`config.mk`:
```
export PLATFORM = sky130hd
export DESIGN_NAME = dual_token_bucket_limiter_flat
export DESIGN_NICKNAME = d
export VERILOG_FILES = /design/src/hdl/dtbl_pkg.sv /design/src/hdl/dtbl_if.sv /design/src/hdl/dual_token_bucket_limiter.sv /design/src/hdl/dtbl_regs.sv /design/src/hdl/dtbl_front.sv /design/src/hdl/dtbl_cmd_fifo.sv /design/src/hdl/dtbl_back.sv /design/src/flat_wrapper.sv
export SDC_FILE = /design/constraint.sdc
export NUM_CORES = 2
export LEC_CHECK = 0
export ABC_AREA = 1
export BUFFER_PORTS_ARGS = -buffer_cell sky130_fd_sc_hd__buf_4
export CELL_PAD_IN_SITES_DETAIL_PLACEMENT = 1
export CELL_PAD_IN_SITES_GLOBAL_PLACEMENT = 1
export CORE_MARGIN = 2
export CORE_UTILIZATION = 50
export DETAILED_ROUTE_END_ITERATION = 8
export HOLD_SLACK_MARGIN = 0.15
export PLACE_DENSITY = 0.79
export SLEW_MARGIN = 20
export SYNTH_ARGS = -nofsm -noshare
export SYNTH_HDL_FRONTEND = slang
export SYNTH_SLANG_ARGS = --single-unit
```
`constraint.sdc`:
```
create_clock -name clk -period 10.5 [get_ports clk]
set_clock_uncertainty 0.1 [all_clocks]
set_input_delay 0.525 -clock clk [delete_from_list [all_inputs] [get_ports clk]]
set_output_delay 0.525 -clock clk [all_outputs]
set_load 0.005 [all_outputs]
```
`src/hdl/dtbl_pkg.sv`:
```
// shared constants, types and helper functions of the dual token bucket limiter
// no dependencies; compiled first

package dtbl_pkg;

	// timing and queue sizing
	localparam int TICKS_PER_SEC = 16;
	localparam int QUEUE_DEPTH   = 16;

	// field widths
	localparam int OP_RATE_W   = 20;
	localparam int BYTE_RATE_W = 32;
	localparam int TAG_W       = 8;
	localparam int BYTES_W     = 24;
	localparam int ENTRY_W     = TAG_W + BYTES_W;

	// fixed point token widths, one spare bit for the refill sum before capping
	localparam int TICK_W     = $clog2(TICKS_PER_SEC + 1);
	localparam int OP_TOK_W   = OP_RATE_W + TICK_W + 1;
	localparam int BYTE_TOK_W = BYTE_RATE_W + TICK_W + 1;
	localparam int NEED_W     = BYTES_W + TICK_W;

	// wait queue indexing
	localparam int QIDX_W = (QUEUE_DEPTH > 1) ? $clog2(QUEUE_DEPTH) : 1;
	localparam int QCNT_W = $clog2(QUEUE_DEPTH + 1);

	// command queue between front and back
	localparam int CMDQ_DEPTH = 2;
	localparam int CMDQ_PTR_W = (CMDQ_DEPTH > 1) ? $clog2(CMDQ_DEPTH) : 1;
	localparam int CMDQ_CNT_W = $clog2(CMDQ_DEPTH + 1);

	// register port
	localparam int APB_ADDR_W = 4;
	localparam int APB_DATA_W = 32;

	// input codes
	localparam logic OP_REQUEST = 1'b0;
	localparam logic OP_TICK    = 1'b1;
	localparam logic DIR_READ   = 1'b0;
	localparam logic DIR_WRITE  = 1'b1;

	typedef enum logic [1:0] {
		STATUS_GRANT   = 2'd0,
		STATUS_DEFER   = 2'd1,
		STATUS_RELEASE = 2'd2,
		STATUS_REJECT  = 2'd3
	} status_t;

	typedef enum logic [1:0] {
		REG_READ_OPS    = 2'd0,
		REG_READ_BYTES  = 2'd1,
		REG_WRITE_OPS   = 2'd2,
		REG_WRITE_BYTES = 2'd3
	} reg_idx_t;

	// classified command as it leaves the front
	typedef struct packed {
		logic               is_tick;
		logic               dir;
		logic [TAG_W-1:0]   tag;
		logic [BYTES_W-1:0] bytes;
		logic [NEED_W-1:0]  need;
	} cmd_t;

	// rates and bucket fill strobes, indexed by direction
	typedef struct packed {
		logic [1:0][OP_RATE_W-1:0]   op_rate;
		logic [1:0][BYTE_RATE_W-1:0] byte_rate;
		logic [1:0]                  fill;
	} cfg_t;

	// one result beat
	typedef struct packed {
		logic [TAG_W-1:0] tag;
		logic             dir;
		status_t          status;
		logic             last;
	} result_t;

	// byte tokens needed by a request
	function automatic logic [NEED_W-1:0] scale_bytes(input logic [BYTES_W-1:0] bytes);
		return NEED_W'(bytes) * NEED_W'(TICKS_PER_SEC);
	endfunction

	// op bucket burst, one second of rate
	function automatic logic [OP_TOK_W-1:0] burst_op(input logic [OP_RATE_W-1:0] rate);
		return OP_TOK_W'(rate) * OP_TOK_W'(TICKS_PER_SEC);
	endfunction

	// byte bucket burst, one second of rate
	function automatic logic [BYTE_TOK_W-1:0] burst_byte(input logic [BYTE_RATE_W-1:0] rate);
		return BYTE_TOK_W'(rate) * BYTE_TOK_W'(TICKS_PER_SEC);
	endfunction

endpackage

```
`src/hdl/dtbl_if.sv`:
```
// valid/ready channel interfaces for request and result beats
// depends on dtbl_pkg

interface dtbl_in_if;
	logic                        valid;
	logic                        ready;
	logic                        operation;
	logic                        direction;
	logic [dtbl_pkg::TAG_W-1:0]   request_tag;
	logic [dtbl_pkg::BYTES_W-1:0] request_bytes;

	modport source (output valid, operation, direction, request_tag, request_bytes,
		input ready);
	modport sink (input valid, operation, direction, request_tag, request_bytes,
		output ready);
endinterface

interface dtbl_out_if;
	logic                      valid;
	logic                      ready;
	logic [dtbl_pkg::TAG_W-1:0] grant_tag;
	logic                      grant_direction;
	logic [1:0]                status;
	logic                      last;

	modport source (output valid, grant_tag, grant_direction, status, last, input ready);
	modport sink (input valid, grant_tag, grant_direction, status, last, output ready);
endinterface

```
`src/hdl/dual_token_bucket_limiter.sv`:
```
// top level of the dual token bucket limiter; uses dtbl_pkg, dtbl_if and the dtbl_ modules
// request beat: front stage, command queue, then the idle and request states of the execution unit
// tick beat: refill, then head, scale and check per queued head examined, head only per empty queue
// tick results are held one behind so the final beat carries last
// async active-low reset zeroes rates and buckets and empties both wait queues and the command queue

module dual_token_bucket_limiter (
	input  logic                           clk,
	input  logic                           arst_n,
	input  logic                           psel,
	input  logic                           penable,
	input  logic                           pwrite,
	input  logic [dtbl_pkg::APB_ADDR_W-1:0] paddr,
	input  logic [dtbl_pkg::APB_DATA_W-1:0] pwdata,
	output logic [dtbl_pkg::APB_DATA_W-1:0] prdata,
	output logic                           pready,
	dtbl_in_if.sink                        req,
	dtbl_out_if.source                     rsp
);
	import dtbl_pkg::*;

	cfg_t cfg;
	logic push_valid;
	logic push_ready;
	cmd_t push_cmd;
	logic cmd_valid;
	cmd_t cmd;
	logic cmd_pop;

	// rate registers
	dtbl_regs u_regs (
		.clk     (clk),
		.arst_n  (arst_n),
		.psel    (psel),
		.penable (penable),
		.pwrite  (pwrite),
		.paddr   (paddr),
		.pwdata  (pwdata),
		.prdata  (prdata),
		.pready  (pready),
		.cfg     (cfg)
	);

	// accept and classify
	dtbl_front u_front (
		.clk        (clk),
		.arst_n     (arst_n),
		.req        (req),
		.push_valid (push_valid),
		.push_ready (push_ready),
		.push_cmd   (push_cmd)
	);

	// decoupling queue
	dtbl_cmd_fifo u_cmd_fifo (
		.clk        (clk),
		.arst_n     (arst_n),
		.push_valid (push_valid),
		.push_ready (push_ready),
		.push_cmd   (push_cmd),
		.pop_valid  (cmd_valid),
		.pop_cmd    (cmd),
		.pop        (cmd_pop)
	);

	// buckets, wait queues and results
	dtbl_back u_back (
		.clk       (clk),
		.arst_n    (arst_n),
		.cfg       (cfg),
		.cmd_valid (cmd_valid),
		.cmd       (cmd),
		.cmd_pop   (cmd_pop),
		.rsp       (rsp)
	);

endmodule

```
`src/hdl/dtbl_regs.sv`:
```
// apb-style register file holding the four rate registers
// depends on dtbl_pkg; raises a bucket fill strobe the cycle after a rate write

module dtbl_regs (
	input  logic                           clk,
	input  logic                           arst_n,
	input  logic                           psel,
	input  logic                           penable,
	input  logic                           pwrite,
	input  logic [dtbl_pkg::APB_ADDR_W-1:0] paddr,
	input  logic [dtbl_pkg::APB_DATA_W-1:0] pwdata,
	output logic [dtbl_pkg::APB_DATA_W-1:0] prdata,
	output logic                           pready,
	output dtbl_pkg::cfg_t                 cfg
);
	import dtbl_pkg::*;

	logic [1:0][OP_RATE_W-1:0]   op_rate_q;
	logic [1:0][BYTE_RATE_W-1:0] byte_rate_q;
	logic [1:0]                  fill_q;
	logic                        wr_en;
	reg_idx_t                    idx;

	assign pready = 1'b1;
	assign wr_en  = psel && penable && pwrite && pready;
	assign idx    = reg_idx_t'(paddr[APB_ADDR_W-1:2]);

	// rate registers and fill strobes
	always_ff @(posedge clk or negedge arst_n) begin
		if (!arst_n) begin
			op_rate_q   <= '0;
			byte_rate_q <= '0;
			fill_q      <= '0;
		end else begin
			fill_q <= '0;
			if (wr_en) begin
				unique case (idx)
					REG_READ_OPS: begin
						op_rate_q[0] <= pwdata[OP_RATE_W-1:0];
						fill_q[0]    <= 1'b1;
					end
					REG_READ_BYTES: begin
						byte_rate_q[0] <= pwdata[BYTE_RATE_W-1:0];
						fill_q[0]      <= 1'b1;
					end
					REG_WRITE_OPS: begin
						op_rate_q[1] <= pwdata[OP_RATE_W-1:0];
						fill_q[1]    <= 1'b1;
					end
					REG_WRITE_BYTES: begin
						byte_rate_q[1] <= pwdata[BYTE_RATE_W-1:0];
						fill_q[1]      <= 1'b1;
					end
				endcase
			end
		end
	end

	// read mux
	always_comb begin
		prdata = '0;
		unique case (idx)
			REG_READ_OPS:    prdata = APB_DATA_W'(op_rate_q[0]);
			REG_READ_BYTES:  prdata = APB_DATA_W'(byte_rate_q[0]);
			REG_WRITE_OPS:   prdata = APB_DATA_W'(op_rate_q[1]);
			REG_WRITE_BYTES: prdata = APB_DATA_W'(byte_rate_q[1]);
		endcase
	end

	assign cfg.op_rate   = op_rate_q;
	assign cfg.byte_rate = byte_rate_q;
	assign cfg.fill      = fill_q;

endmodule

```
`src/hdl/dtbl_front.sv`:
```
// front end: accepts input beats, classifies them and scales the byte demand
// depends on dtbl_pkg and dtbl_if; feeds the command queue

module dtbl_front (
	input  logic           clk,
	input  logic           arst_n,
	dtbl_in_if.sink        req,
	output logic           push_valid,
	input  logic           push_ready,
	output dtbl_pkg::cmd_t push_cmd
);
	import dtbl_pkg::*;

	logic valid_s1;
	cmd_t cmd_s1;
	logic accept;

	// stage frees as soon as the queue takes its beat
	assign req.ready = !valid_s1 || push_ready;
	assign accept    = req.valid && req.ready;

	always_ff @(posedge clk or negedge arst_n) begin
		if (!arst_n) begin
			valid_s1 <= 1'b0;
		end else if (accept) begin
			valid_s1 <= 1'b1;
		end else if (push_ready) begin
			valid_s1 <= 1'b0;
		end
	end

	// classify and precompute the byte tokens needed
	always_ff @(posedge clk) begin
		if (accept) begin
			cmd_s1.is_tick <= (req.operation == OP_TICK);
			cmd_s1.dir     <= req.direction;
			cmd_s1.tag     <= req.request_tag;
			cmd_s1.bytes   <= req.request_bytes;
			cmd_s1.need    <= scale_bytes(req.request_bytes);
		end
	end

	assign push_valid = valid_s1;
	assign push_cmd   = cmd_s1;

endmodule

```
`src/hdl/dtbl_cmd_fifo.sv`:
```
// short command queue decoupling the front end from the execution unit
// depends on dtbl_pkg

module dtbl_cmd_fifo (
	input  logic           clk,
	input  logic           arst_n,
	input  logic           push_valid,
	output logic           push_ready,
	input  dtbl_pkg::cmd_t push_cmd,
	output logic           pop_valid,
	output dtbl_pkg::cmd_t pop_cmd,
	input  logic           pop
);
	import dtbl_pkg::*;

	cmd_t                  slot_q [CMDQ_DEPTH];
	logic [CMDQ_PTR_W-1:0] wr_ptr_q;
	logic [CMDQ_PTR_W-1:0] rd_ptr_q;
	logic [CMDQ_CNT_W-1:0] cnt_q;
	logic                  do_push;
	logic                  do_pop;

	assign push_ready = (cnt_q != CMDQ_CNT_W'(CMDQ_DEPTH));
	assign pop_valid  = (cnt_q != '0);
	assign do_push    = push_valid && push_ready;
	assign do_pop     = pop && pop_valid;
	assign pop_cmd    = slot_q[rd_ptr_q];

	// pointers and fill level
	always_ff @(posedge clk or negedge arst_n) begin
		if (!arst_n) begin
			wr_ptr_q <= '0;
			rd_ptr_q <= '0;
			cnt_q    <= '0;
		end else begin
			if (do_push) begin
				wr_ptr_q <= (wr_ptr_q == CMDQ_PTR_W'(CMDQ_DEPTH - 1)) ? '0 : wr_ptr_q + 1'b1;
			end
			if (do_pop) begin
				rd_ptr_q <= (rd_ptr_q == CMDQ_PTR_W'(CMDQ_DEPTH - 1)) ? '0 : rd_ptr_q + 1'b1;
			end
			if (do_push && !do_pop) begin
				cnt_q <= cnt_q + 1'b1;
			end else if (do_pop && !do_push) begin
				cnt_q <= cnt_q - 1'b1;
			end
		end
	end

	// storage
	always_ff @(posedge clk) begin
		if (do_push) begin
			slot_q[wr_ptr_q] <= push_cmd;
		end
	end

endmodule

```
`src/hdl/dtbl_back.sv`:
```
// execution unit: token buckets, wait queues and the result sequencer
// depends on dtbl_pkg and dtbl_if; pops classified commands from the command queue

module dtbl_back (
	input  logic           clk,
	input  logic           arst_n,
	input  dtbl_pkg::cfg_t cfg,
	input  logic           cmd_valid,
	input  dtbl_pkg::cmd_t cmd,
	output logic           cmd_pop,
	dtbl_out_if.source     rsp
);
	import dtbl_pkg::*;

	localparam int SLOT_W = QCNT_W + 1;

	typedef enum logic [6:0] {
		S_IDLE   = 7'b0000001,
		S_REQ    = 7'b0000010,
		S_REFILL = 7'b0000100,
		S_HEAD   = 7'b0001000,
		S_SCALE  = 7'b0010000,
		S_CHECK  = 7'b0100000,
		S_FINISH = 7'b1000000
	} state_t;

	state_t state_q;
	state_t state_d;

	cmd_t                  cmd_q;
	logic                  dir_q;
	logic [ENTRY_W-1:0]    rd_q;
	logic [NEED_W-1:0]     need_q;
	logic                  pend_valid_q;
	result_t               pend_q;
	logic                  out_valid_q;
	result_t               out_q;

	logic [OP_TOK_W-1:0]   op_tok_q   [2];
	logic [BYTE_TOK_W-1:0] byte_tok_q [2];
	logic [QIDX_W-1:0]     head_q     [2];
	logic [QCNT_W-1:0]     cnt_q      [2];
	logic [ENTRY_W-1:0]    mem_q      [2][QUEUE_DEPTH];

	logic                  cur_dir;
	logic [NEED_W-1:0]     cur_need;
	logic                  fits;
	logic                  out_free;
	logic                  q_full;
	logic [SLOT_W-1:0]     slot_sum;
	logic [QIDX_W-1:0]     slot_idx;
	logic                  rd_en;

	logic                  take_en;
	logic                  enq;
	logic                  deq;
	logic                  refill_en;
	logic                  dir_adv;
	logic                  out_load;
	result_t               out_d;
	logic                  pend_set;
	logic                  pend_clr;

	logic [OP_TOK_W-1:0]   op_refill   [2];
	logic [BYTE_TOK_W-1:0] byte_refill [2];

	// operand selection for the bucket check
	assign cur_dir  = (state_q == S_REQ) ? cmd_q.dir : dir_q;
	assign cur_need = (state_q == S_REQ) ? cmd_q.need : need_q;
	assign fits     = (op_tok_q[cur_dir] >= OP_TOK_W'(TICKS_PER_SEC))
		&& (byte_tok_q[cur_dir] >= BYTE_TOK_W'(cur_need));
	assign out_free = !out_valid_q || rsp.ready;
	assign q_full   = (cnt_q[cur_dir] == QCNT_W'(QUEUE_DEPTH));

	// tail slot of the selected wait queue
	assign slot_sum = SLOT_W'(head_q[cur_dir]) + SLOT_W'(cnt_q[cur_dir]);
	assign slot_idx = (slot_sum >= SLOT_W'(QUEUE_DEPTH))
		? QIDX_W'(slot_sum - SLOT_W'(QUEUE_DEPTH)) : QIDX_W'(slot_sum);

	assign rd_en = (state_q == S_HEAD) && (cnt_q[dir_q] != '0);

	// refill and cap, both limiters side by side
	always_comb begin
		for (int d = 0; d < 2; d++) begin
			op_refill[d]   = op_tok_q[d] + OP_TOK_W'(cfg.op_rate[d]);
			byte_refill[d] = byte_tok_q[d] + BYTE_TOK_W'(cfg.byte_rate[d]);
			if (op_refill[d] > burst_op(cfg.op_rate[d])) begin
				op_refill[d] = burst_op(cfg.op_rate[d]);
			end
			if (byte_refill[d] > burst_byte(cfg.byte_rate[d])) begin
				byte_refill[d] = burst_byte(cfg.byte_rate[d]);
			end
		end
	end

	// sequencer
	always_comb begin
		state_d   = state_q;
		cmd_pop   = 1'b0;
		take_en   = 1'b0;
		enq       = 1'b0;
		deq       = 1'b0;
		refill_en = 1'b0;
		dir_adv   = 1'b0;
		out_load  = 1'b0;
		out_d     = pend_q;
		pend_set  = 1'b0;
		pend_clr  = 1'b0;
		unique case (state_q)
			S_IDLE: begin
				if (cmd_valid) begin
					cmd_pop = 1'b1;
					state_d = cmd.is_tick ? S_REFILL : S_REQ;
				end
			end
			S_REQ: begin
				if (out_free) begin
					out_load  = 1'b1;
					out_d.tag = cmd_q.tag;
					out_d.dir = cmd_q.dir;
					out_d.last = 1'b1;
					if (fits) begin
						take_en      = 1'b1;
						out_d.status = STATUS_GRANT;
					end else if (!q_full) begin
						enq          = 1'b1;
						out_d.status = STATUS_DEFER;
					end else begin
						out_d.status = STATUS_REJECT;
					end
					state_d = S_IDLE;
				end
			end
			S_REFILL: begin
				refill_en = 1'b1;
				state_d   = S_HEAD;
			end
			S_HEAD: begin
				if (cnt_q[dir_q] != '0) begin
					state_d = S_SCALE;
				end else if (dir_q == DIR_READ) begin
					dir_adv = 1'b1;
				end else begin
					state_d = S_FINISH;
				end
			end
			S_SCALE: begin
				state_d = S_CHECK;
			end
			S_CHECK: begin
				if (!fits) begin
					if (dir_q == DIR_READ) begin
						dir_adv = 1'b1;
						state_d = S_HEAD;
					end else begin
						state_d = S_FINISH;
					end
				end else if (!pend_valid_q || out_free) begin
					take_en  = 1'b1;
					deq      = 1'b1;
					pend_set = 1'b1;
					if (pend_valid_q) begin
						out_load   = 1'b1;
						out_d.last = 1'b0;
					end
					state_d = S_HEAD;
				end
			end
			S_FINISH: begin
				if (!pend_valid_q) begin
					state_d = S_IDLE;
				end else if (out_free) begin
					out_load   = 1'b1;
					out_d.last = 1'b1;
					pend_clr   = 1'b1;
					state_d    = S_IDLE;
				end
			end
			default: begin
				state_d = S_IDLE;
			end
		endcase
	end

	// control registers
	always_ff @(posedge clk or negedge arst_n) begin
		if (!arst_n) begin
			state_q      <= S_IDLE;
			dir_q        <= DIR_READ;
			pend_valid_q <= 1'b0;
			out_valid_q  <= 1'b0;
		end else begin
			state_q <= state_d;
			if (state_q == S_REFILL) begin
				dir_q <= DIR_READ;
			end else if (dir_adv) begin
				dir_q <= DIR_WRITE;
			end
			if (pend_set) begin
				pend_valid_q <= 1'b1;
			end else if (pend_clr) begin
				pend_valid_q <= 1'b0;
			end
			if (out_load) begin
				out_valid_q <= 1'b1;
			end else if (rsp.ready) begin
				out_valid_q <= 1'b0;
			end
		end
	end

	// token buckets: fill on a rate write, refill on a tick, take on a grant or a release
	always_ff @(posedge clk or negedge arst_n) begin
		if (!arst_n) begin
			for (int d = 0; d < 2; d++) begin
				op_tok_q[d]   <= '0;
				byte_tok_q[d] <= '0;
			end
		end else begin
			for (int d = 0; d < 2; d++) begin
				priority if (cfg.fill[d]) begin
					op_tok_q[d]   <= burst_op(cfg.op_rate[d]);
					byte_tok_q[d] <= burst_byte(cfg.byte_rate[d]);
				end else if (refill_en) begin
					op_tok_q[d]   <= op_refill[d];
					byte_tok_q[d] <= byte_refill[d];
				end else if (take_en && (cur_dir == 1'(d))) begin
					op_tok_q[d]   <= op_tok_q[d] - OP_TOK_W'(TICKS_PER_SEC);
					byte_tok_q[d] <= byte_tok_q[d] - BYTE_TOK_W'(cur_need);
				end
			end
		end
	end

	// wait queue pointers
	always_ff @(posedge clk or negedge arst_n) begin
		if (!arst_n) begin
			for (int d = 0; d < 2; d++) begin
				head_q[d] <= '0;
				cnt_q[d]  <= '0;
			end
		end else begin
			for (int d = 0; d < 2; d++) begin
				if (enq && (cur_dir == 1'(d))) begin
					cnt_q[d] <= cnt_q[d] + 1'b1;
				end else if (deq && (dir_q == 1'(d))) begin
					cnt_q[d]  <= cnt_q[d] - 1'b1;
					head_q[d] <= (head_q[d] == QIDX_W'(QUEUE_DEPTH - 1))
						? '0 : head_q[d] + 1'b1;
				end
			end
		end
	end

	// wait queue storage, registered read of the head entry
	always_ff @(posedge clk) begin
		if (enq) begin
			mem_q[cur_dir][slot_idx] <= {cmd_q.tag, cmd_q.bytes};
		end
		if (rd_en) begin
			rd_q <= mem_q[dir_q][head_q[dir_q]];
		end
	end

	// payload registers
	always_ff @(posedge clk) begin
		if (cmd_pop) begin
			cmd_q <= cmd;
		end
		if (state_q == S_SCALE) begin
			need_q <= scale_bytes(rd_q[BYTES_W-1:0]);
		end
		if (pend_set) begin
			pend_q.tag    <= rd_q[ENTRY_W-1 -: TAG_W];
			pend_q.dir    <= dir_q;
			pend_q.status <= STATUS_RELEASE;
			pend_q.last   <= 1'b0;
		end
		if (out_load) begin
			out_q <= out_d;
		end
	end

	assign rsp.valid           = out_valid_q;
	assign rsp.grant_tag       = out_q.tag;
	assign rsp.grant_direction = out_q.dir;
	assign rsp.status          = out_q.status;
	assign rsp.last            = out_q.last;

endmodule

```
`src/flat_wrapper.sv`:
```
// flat-port wrapper written by rule: the top's interface ports become plain ports
module dual_token_bucket_limiter_flat import dtbl_pkg::*;
  (clk, arst_n, psel, penable, pwrite, paddr, pwdata, prdata, pready, req_valid, req_operation, req_direction, req_request_tag, req_request_bytes, req_ready, rsp_valid, rsp_grant_tag, rsp_grant_direction, rsp_status, rsp_last, rsp_ready);
  dtbl_in_if req_i ();
  dtbl_out_if rsp_i ();
  input  logic clk;
  input  logic arst_n;
  input  logic psel;
  input  logic penable;
  input  logic pwrite;
  input  logic [dtbl_pkg::APB_ADDR_W-1:0] paddr;
  input  logic [dtbl_pkg::APB_DATA_W-1:0] pwdata;
  output logic [dtbl_pkg::APB_DATA_W-1:0] prdata;
  output logic pready;
  input wire logic [$bits(req_i.valid)-1:0] req_valid;
  input wire logic [$bits(req_i.operation)-1:0] req_operation;
  input wire logic [$bits(req_i.direction)-1:0] req_direction;
  input wire logic [$bits(req_i.request_tag)-1:0] req_request_tag;
  input wire logic [$bits(req_i.request_bytes)-1:0] req_request_bytes;
  output wire logic [$bits(req_i.ready)-1:0] req_ready;
  output wire logic [$bits(rsp_i.valid)-1:0] rsp_valid;
  output wire logic [$bits(rsp_i.grant_tag)-1:0] rsp_grant_tag;
  output wire logic [$bits(rsp_i.grant_direction)-1:0] rsp_grant_direction;
  output wire logic [$bits(rsp_i.status)-1:0] rsp_status;
  output wire logic [$bits(rsp_i.last)-1:0] rsp_last;
  input wire logic [$bits(rsp_i.ready)-1:0] rsp_ready;
  assign req_i.valid = req_valid;
  assign req_i.operation = req_operation;
  assign req_i.direction = req_direction;
  assign req_i.request_tag = req_request_tag;
  assign req_i.request_bytes = req_request_bytes;
  assign req_ready = req_i.ready;
  assign rsp_valid = rsp_i.valid;
  assign rsp_grant_tag = rsp_i.grant_tag;
  assign rsp_grant_direction = rsp_i.grant_direction;
  assign rsp_status = rsp_i.status;
  assign rsp_last = rsp_i.last;
  assign rsp_i.ready = rsp_ready;
  dual_token_bucket_limiter u_core (.clk(clk), .arst_n(arst_n), .psel(psel), .penable(penable), .pwrite(pwrite), .paddr(paddr), .pwdata(pwdata), .prdata(prdata), .pready(pready), .req(req_i), .rsp(rsp_i));
endmodule
```
Yosys cells after proc, flatten, opt, wreduce, memory -nomap -nowiden
Memories as Yosys holds them, arrays and structs flattened.
Cells that the tools add are included.
{ "totals": {"word_cells": 253, "reg_bits": 440, "inputBits": 77, "output_inout_bits": 47, "mem_count": 2, "mem_bits_rw": 1140} }
{ "classes": {"n_eq_ne": 17, "reduce_logical": 47, "order_cmp": 12, "muxes": 107, "addsub": 20, "bitwise_logic": 10} }
{ "mem_list": {"columns": ["memory", "words", "word_bits", "read_ports", "rd_clocked_by_memory_dff", "write_ports", "line", "text"], "rows": [
  ["u_core.u_back.mem_q", 2, 512, 1, 0, 1, "dtbl_back.sv:43", "logic [ENTRY_W-1:0] mem_q [2][QUEUE_DEPTH];"],
  ["u_core.u_cmd_fifo.slot_q", 2, 58, 1, 0, 1, "dtbl_cmd_fifo.sv:16", "cmd_t slot_q [CMDQ_DEPTH];"]
]} }
{ "ops": {"columns": ["op", "n"], "rows": [
  ["$mux 512", 1],
  ["$mux 38", 11],
  ["$mux 26", 11],
  ["$bmux 32 s4", 1],
  ["$demux 32 s4", 1],
  ["$pmux 32 s4", 1],
  ["$mux 32", 3],
  ["$add 38x32->38", 2],
  ["$gt 38x36->1", 2],
  ["$sub 38x29->38", 2],
  ["$mux 7", 8],
  ["$add 26x20->26", 2],
  ["$gt 26x24->1", 2],
  ["$sub 26x5->26 const B", 2],
  ["$mux 5", 10],
  ["$pmux 7 s7", 1],
  ["$ge 38x29->1", 1],
  ["$mux 1", 37],
  ["$mux 4", 9],
  ["$mux 29", 1],
  ["$ge 26x5->1 const B", 1],
  ["$logic_and 1x1->1", 16],
  ["$reduce_bool 2->1", 8],
  ["$reduce_and 2->1", 7],
  ["44 further kinds", 73]
]} }

Depth between registers and ports, before layout
{ "logic_depth": {"depth_word": 15, "depth_mapped": 36, "ltp_nobuf": 33} }

By module
Synthesis repeated with hierarchy kept, for this count alone.
{ "unflattened": {"hier_cells": 8792, "area_unflattened_um2": 81923.6} }
{ "by_module_without_submodules": {"columns": ["module", "cells_per_inst", "area_per_inst_um2", "instances"], "rows": [
  ["dtbl_back", 7747, 70885.5, 1],
  ["dtbl_regs", 618, 4922.2, 1],
  ["dtbl_cmd_fifo", 357, 4828.4, 1],
  ["dtbl_front", 70, 1287.5, 1]
]} }

Least setup slack after synthesis
Ideal clock, no wire load.
{ "synth_path": {"path_kind": "register to register", "startpoint": "register u_core.u_back.state_q[4]", "endpoint": "memory u_core.u_back.mem_q[0][0] (netlist bit) (enable)", "slack_ns": 4.421, "t_arrival_ns": 5.518, "setup_ns": 0.461, "n_path_buf": 3, "path_stages_with_launch": 26, "path_cell_list": "dfrtp_1 > nor3_2 > nand3_1 > nand2_1 > buf_2 > buf_1 > clkbuf_1 > nand2_1 > nand2_1 > ha_1 > a21o_1 > nor2_1 > nand3_1 > nand2_1 > nand3_1 > nand2_1 > nand2_1 > nand2_1 > nand2_1 > nand2_1 > nand2_2 > nand2_4 > nand3_1 > inv_1 > nand3_2 > nor3_1"} }
{ "synth_via": {"elab_chain_cells": 15, "elab_cells_between_ends": 36, "classes_between": "add/sub (2); order compare (5); eq/ne (2); mux (23); bitwise (2); reduce/logical (2)"} }
{ "synth_rtl": {"columns": ["item", "line", "text"], "rows": [
  ["start, declared", "dtbl_back.sv:27", "state_t state_q;"],
  ["start signal, assigned", "dtbl_back.sv:193", "state_q <= state_d;"],
  ["$eq 7x2->1 *", "dtbl_back.sv:68, dtbl_back.sv:69, dtbl_back.sv:109", null],
  ["$mux 1", "dtbl_back.sv:68", "assign cur_dir = (state_q == S_REQ) ? cmd_q.dir : dir_q;"],
  ["$not 1->2 (not written as such)", null, null],
  ["$mux 4 (not written as such) or $mux 5 (tied branches) (3 in series)", "dtbl_back.sv:76, dtbl_back.sv:73", null],
  ["$add 4x5->6", "dtbl_back.sv:76", "assign slot_sum = SLOT_W'(head_q[cur_dir]) + SLOT_W'(cnt_q[cur_dir]);"],
  ["$ge 6x5->1 or $sub 4x1->4 (tied branches)", "dtbl_back.sv:77, dtbl_back.sv:78", null],
  ["$mux 4", "dtbl_back.sv:78", "? QIDX_W'(slot_sum - SLOT_W'(QUEUE_DEPTH)) : QIDX_W'(slot_sum);"],
  ["$not 4->5 (not written as such)", "dtbl_back.sv:258", "mem_q[cur_dir][slot_idx] <= {cmd_q.tag, cmd_q.bytes};"],
  ["$ge 5x5->1 (not written as such) or $lt 5x1->1 (tied branches)", "dtbl_back.sv:258", null],
  ["$logic_and 1x1->1 (not written as such)", "dtbl_back.sv:258", null],
  ["$mux 32 (not written as such)", "dtbl_back.sv:258", null],
  ["$demux 32 s4", "dtbl_back.sv:258", null],
  ["$mux 512 (not written as such)", "dtbl_back.sv:258", null],
  ["end, declared", "dtbl_back.sv:43", null]
]} }
Every way passes the cells marked *; elsewhere a longest branch is shown, timed or not. The select of a mux whose other input is x is not followed.

Final worst setup path
{ "layout_path": {"startpoint": "register u_core.u_back.state_q[3]", "endpoint": "register u_core.u_back.byte_tok_q[50] (netlist bit)"} }
{ "layout_via": {"elab_chain_cells": 13, "elab_cells_between_ends": 27, "classes_between": "add/sub (1); order compare (2); eq/ne (3); mux (16); bitwise (2); reduce/logical (3)"} }
{ "layout_rtl": {"columns": ["item", "line", "text"], "rows": [
  ["$eq 7x2->1", "dtbl_back.sv:68, dtbl_back.sv:69, dtbl_back.sv:109", null],
  ["$mux 1", "dtbl_back.sv:68", null],
  ["$not 1->2 (not written as such)", "dtbl_back.sv:70, dtbl_back.sv:71", null],
  ["$mux 38 (not written as such) or $mux 26 (tied branches) (3 in series)", "dtbl_back.sv:71, dtbl_back.sv:70", null],
  ["$ge 38x29->1 or $ge 26x5->1 (tied branches)", "dtbl_back.sv:71, dtbl_back.sv:70", null],
  ["$logic_and 1x1->1", "dtbl_back.sv:71", "&& (byte_tok_q[cur_dir] >= BYTE_TOK_W'(cur_need));"],
  ["$mux 1", "dtbl_back.sv:122", "if (fits) begin"],
  ["$mux 1", "dtbl_back.sv:117", "if (out_free) begin"],
  ["$pmux 1 s2", "dtbl_back.sv:109", "unique case (state_q)"],
  ["$logic_and 1x1->1", "dtbl_back.sv:227", "end else if (take_en && (cur_dir == 1'(d))) begin"],
  ["$reduce_bool 3->1 (no source line)", null, null],
  ["end signal, assigned by index", "dtbl_back.sv:223", "byte_tok_q[d] <= burst_byte(cfg.byte_rate[d]);"],
  ["end signal, assigned by index", "dtbl_back.sv:226", "byte_tok_q[d] <= byte_refill[d];"],
  ["end signal, assigned by index", "dtbl_back.sv:229", "byte_tok_q[d] <= byte_tok_q[d] - BYTE_TOK_W'(cur_need);"],
  ["end, declared", "dtbl_back.sv:40", "logic [BYTE_TOK_W-1:0] byte_tok_q [2];"]
]} }
Several ways; a longest one is shown, not always the timed one. The select of a mux whose other input is x is not followed.
A chain may end at the register's enable or synchronous reset.

==> qor.log <==
[worst_setup_path] critical path's slowest cell clkinv_2
[place] Placer Congestion 0.997
[clock_tree] number of clock buffers inserted by TritonCTS 160
[yosys] post-synthesis cell area 0.0779 sq mm
[route] initial DRC count 6521
[timing] worst-margin pin slew 1.20 ns
[grt] pin count of the biggest net entering global routing 167
[clock_tree] post-CTS sizing 0
[worst_setup_path] worst-case reg-to-reg path depth 27
[clock_tree] number of clock sinks seen by CTS 1503
[timing] share of the clock period used by the worst path after layout 62.0%
[yosys] count of distinct cell types in the synthesized netlist 58
[yosys] part of the Yosys area used for sequential elements 56.3%
[route] Residual DRC 0
[grt] most congested layer reported by global routing met2
[worst_setup_path] CP max stage delay 0.83 ns
[floorplanning] width of the die 399 um
[min_path] class of the worst hold path primary input to async pin
[yosys] Mapped Cells 8362
[route] Avg WL per Cell 28.9 um
[floorplanning] io pins 124
[grt] met1 capacity usage during global routing 47.9%
[yosys] flops & latches, synth 1503
[yosys] most instantiated flip-flop cell in the synthesis netlist edfxtp_1
[worst_setup_path] capturing instance or port of the critical path u_core.u_back.byte_tok_q[50]$_DFFE_PN0P_
[yosys] main area contributors after synthesis edfxtp_1, nand2_1, dfrtp_1
[power_and_ir_drop] maximum vdd drop 0.183 mV
[clock_tree] number of buffers inserted by post-CTS setup repair 0
[flow_run] Maximum Capacitance Violations 0
[timing] unrepaired setup endpoints after global routing no
[timing] number of setup violations in the final report 0
[clock_tree] number of levels the H-tree was split into 4
[route] total via count in the routed design 66623
[floorplanning] height of the chip 399 um
[yosys] cell type contributing the most total cell area after synthesis edfxtp_1
[clock_tree] clk root buf clkbuf_16
[yosys] most frequent cell after synthesis nand2_1
[final_layout] final net count 8844
[yosys] list of most frequent post-synthesis cells nand2_1, edfxtp_1, inv_1
[yosys] mean cell area of the mapped netlist 9.31 sq um
[yosys] number of synthesized flops with an enable pin 1236
[grt] GRT overflow 0
[grt] global-route total usage across every layer 38.3%
[timing] Max Slew Vio Count 0
[grt] vias in the first global route 68820
[floorplanning] standard-cell row count 144
[clock_tree] Worst-path clk slew 0.06 ns
[yosys] count of synthesis-stage warnings from yosys 0
[grt] initial antenna violation count 5
[worst_setup_path] reg-to-reg setup timing slack 3.99 ns
[route] post-detailed-route count of antenna-violating nets 0
[power_and_ir_drop] P_leak 35.9 nW
[worst_setup_path] worst setup path startpoint u_core.u_back.state_q[3]$_DFFE_PN0P_
[run_status] outcome finished clean
[worst_setup_path] sort of element at the start of the critical path flop
[final_layout] synth-to-layout area growth 12.0%
[clock_tree] Hold Buf Count CTS 70
[worst_setup_path] CP arrival 7.06 ns
[clock_tree] Clock Latency Late Sink 0.82 ns
[yosys] top cell type's share of synthesized area 47.7%
[final_layout] fraction of layout cells with a size suffix above 1 7.09%
[yosys] net count after synthesis 8742
[floorplanning] effective utilization at floorplan 50.4%
[route] vias per inst 6.26
[floorplanning] floorplan die area 0.159 sq mm
[grt] M2 GR Usage 63.1%
[grt] met3 track utilization from global routing 5.79%
[worst_setup_path] Setup crit end kind flop
[timing] slew margin rel. 20.2%
[clock_tree] worst-case clock buffer depth 3
[timing] maximum clock rate 154 MHz
[timing] Final Hold Fails 0
[place] sum of net half-perimeters after detailed placement 196 mm
[place] count of buffers from port buffering 120
[worst_setup_path] worst setup path category flop to flop
[worst_setup_path] required time of the critical path 11.05 ns
[worst_setup_path] CP dominant cell by count nand2_1
[route] first-pass iteration count of the detailed router 6
[power_and_ir_drop] ratio of total power to cell area 312 mW/mm^2
[grt] wire length of the first global-routing pass 449 mm
[worst_setup_path] critical-path maximum fanout 54
[worst_setup_path] Critical R2R Capture u_core.u_back.byte_tok_q[50]$_DFFE_PN0P_
[timing] post-layout min period 6.51 ns
[yosys] Post-synth ARST share 17.8%
[floorplanning] area of the core 0.154 sq mm
[route] final WL 307 mm
[clock_tree] TritonCTS clock tree done
[timing] sum of negative setup slack 0 ns
[final_layout] final core occ 56.5%
[worst_setup_path] start of the worst register-to-register path u_core.u_back.state_q[3]$_DFFE_PN0P_
## placed cells by master, fill, tap and decap left out, drive strengths merged, types with 27 or more instances in the layout
master       instances
inv                658
o32ai               36
or2                 32
nor3                83
nor2               545
ha                 294
o221ai              27
dfrtp              266
dlygate4sd3         70
a221o               27
buf                256
nand3              617
nand2             2576
o21ai              370
clkbuf             202
nand4              152
clkinv              75
edfxtp            1236
xnor2               29
a31oi              254
a21o                29
xor2               100
a221oi              84
a21oi              338
## flip-flops by register name (all words and copies together) (netlist names), 7 cells and up
| signal | cells |
|---|---|
| u_core.u_back.rd_q | 32 |
| u_core.u_back.byte_tok_q | 76 |
| u_core.u_back.op_tok_q | 52 |
| u_core.u_cmd_fifo.slot_q | 68 |
| u_core.u_back.state_q | 7 |
| u_core.u_regs.cfg | 104 |
| u_core.u_back.pend_q | 9 |
| u_core.u_front.push_cmd | 34 |
| u_core.u_back.cnt_q | 10 |
| u_core.u_back.mem_q | 1024 |
| u_core.u_back.head_q | 8 |
| u_core.u_back.need_q | 24 |
| u_core.u_back.cmd_q | 33 |
| u_core.u_back.rsp.grant_tag | 8 |
## final cells by class
class / instances / area (sq um)
fill: 17063 / 67200
sequential: 1503 / 43800
multi-input combinational: 5814 / 30400
clock buffer: 202 / 4260
timing repair buffer: 326 / 2840
tap: 2044 / 2560
inverter: 659 / 2500
clock inverter: 87 / 838
antenna: 4 / 10.0
## where the power goes
group / total (W) / switching [W] / leakage, nW / internal, W
Clock: 0.00564 / 0.00256 / 2.47 / 0.00308
Combinational: 0.0128 / 0.00900 / 19.0 / 0.00380
Sequential: 0.00876 / 0.00101 / 14.4 / 0.00775
Total: 0.0272 / 0.0126 / 35.9 / 0.0146
## worst min-delay path by stage
stage,end,depth (start not counted)
after floorplan,u_core.u_back.byte_tok_q[0]$_DFFE_PN0P_,0
after global placement,u_core.u_back.pend_q[5]$_DFFE_PN_,0
after detailed placement,u_core.u_back.need_q[10]$_DFFE_PP_,0
after CTS,u_core.u_regs.fill_q[1]$_DFF_PN0_,3
after global routing,u_core.u_back.byte_tok_q[65]$_DFFE_PN0P_,2
final,u_core.u_back.byte_tok_q[65]$_DFFE_PN0P_,2
## per-stage QoR
| step | area (sq um) | std cells | hold WS (ns) | power, W | setup slack [ns] |
|---|---|---|---|---|---|
| after CTS | 87000 | 10626 | 0.202 | 0.0269 | 4.27 |
| after detailed placement | 81200 | 10267 | 0.306 | 0.0212 | 4.32 |
| after global routing | 87200 | 10636 | 0.262 | 0.0287 | 3.61 |
| after global placement | 81200 | 10266 | 0.303 | 0.0207 | 4.49 |
| final | 87200 | 10639 | 0.193 | 0.0272 | 3.99 |
| after floorplan | 77900 | 8362 | 0.129 | 0.0165 | 4.42 |
## layer usage
layer | up-vias | routed length (um)
li1 | 29207 | -
met1 | 33277 | 118000
met2 | 3190 | 144000
met3 | 945 | 23100
met4 | 4 | 21700
met5 | - | 25
## kinds of logic (layout without fill, tap and decap cells)
kind of cell | after synthesis | count (layout) | synth area share, %
multiplexers | 22 | 22 | 0.283
XOR/XNOR | 129 | 129 | 1.45
AO/OA/AOI/OAI | 1301 | 1301 | 10.2
AND/OR/NAND/NOR | 4058 | 4058 | 21.6
other | 1 | 5 | 0.00482
flip-flops | 1503 | 1503 | 56.3
adder cells (fa/ha/maj) | 303 | 303 | 4.96
buffers and inverters | 1045 | 1274 | 5.20
## worst max-delay path, delay by kind of cell, from the launching register on
kind	cells	cell delay (ns)
simple gates	20	2.62
buf+inv	5	2.46
fa+ha+maj	1	0.14
compound gates	1	0.51
flops	1	0.42
Note: power is estimated with default switching activity, not from simulation.
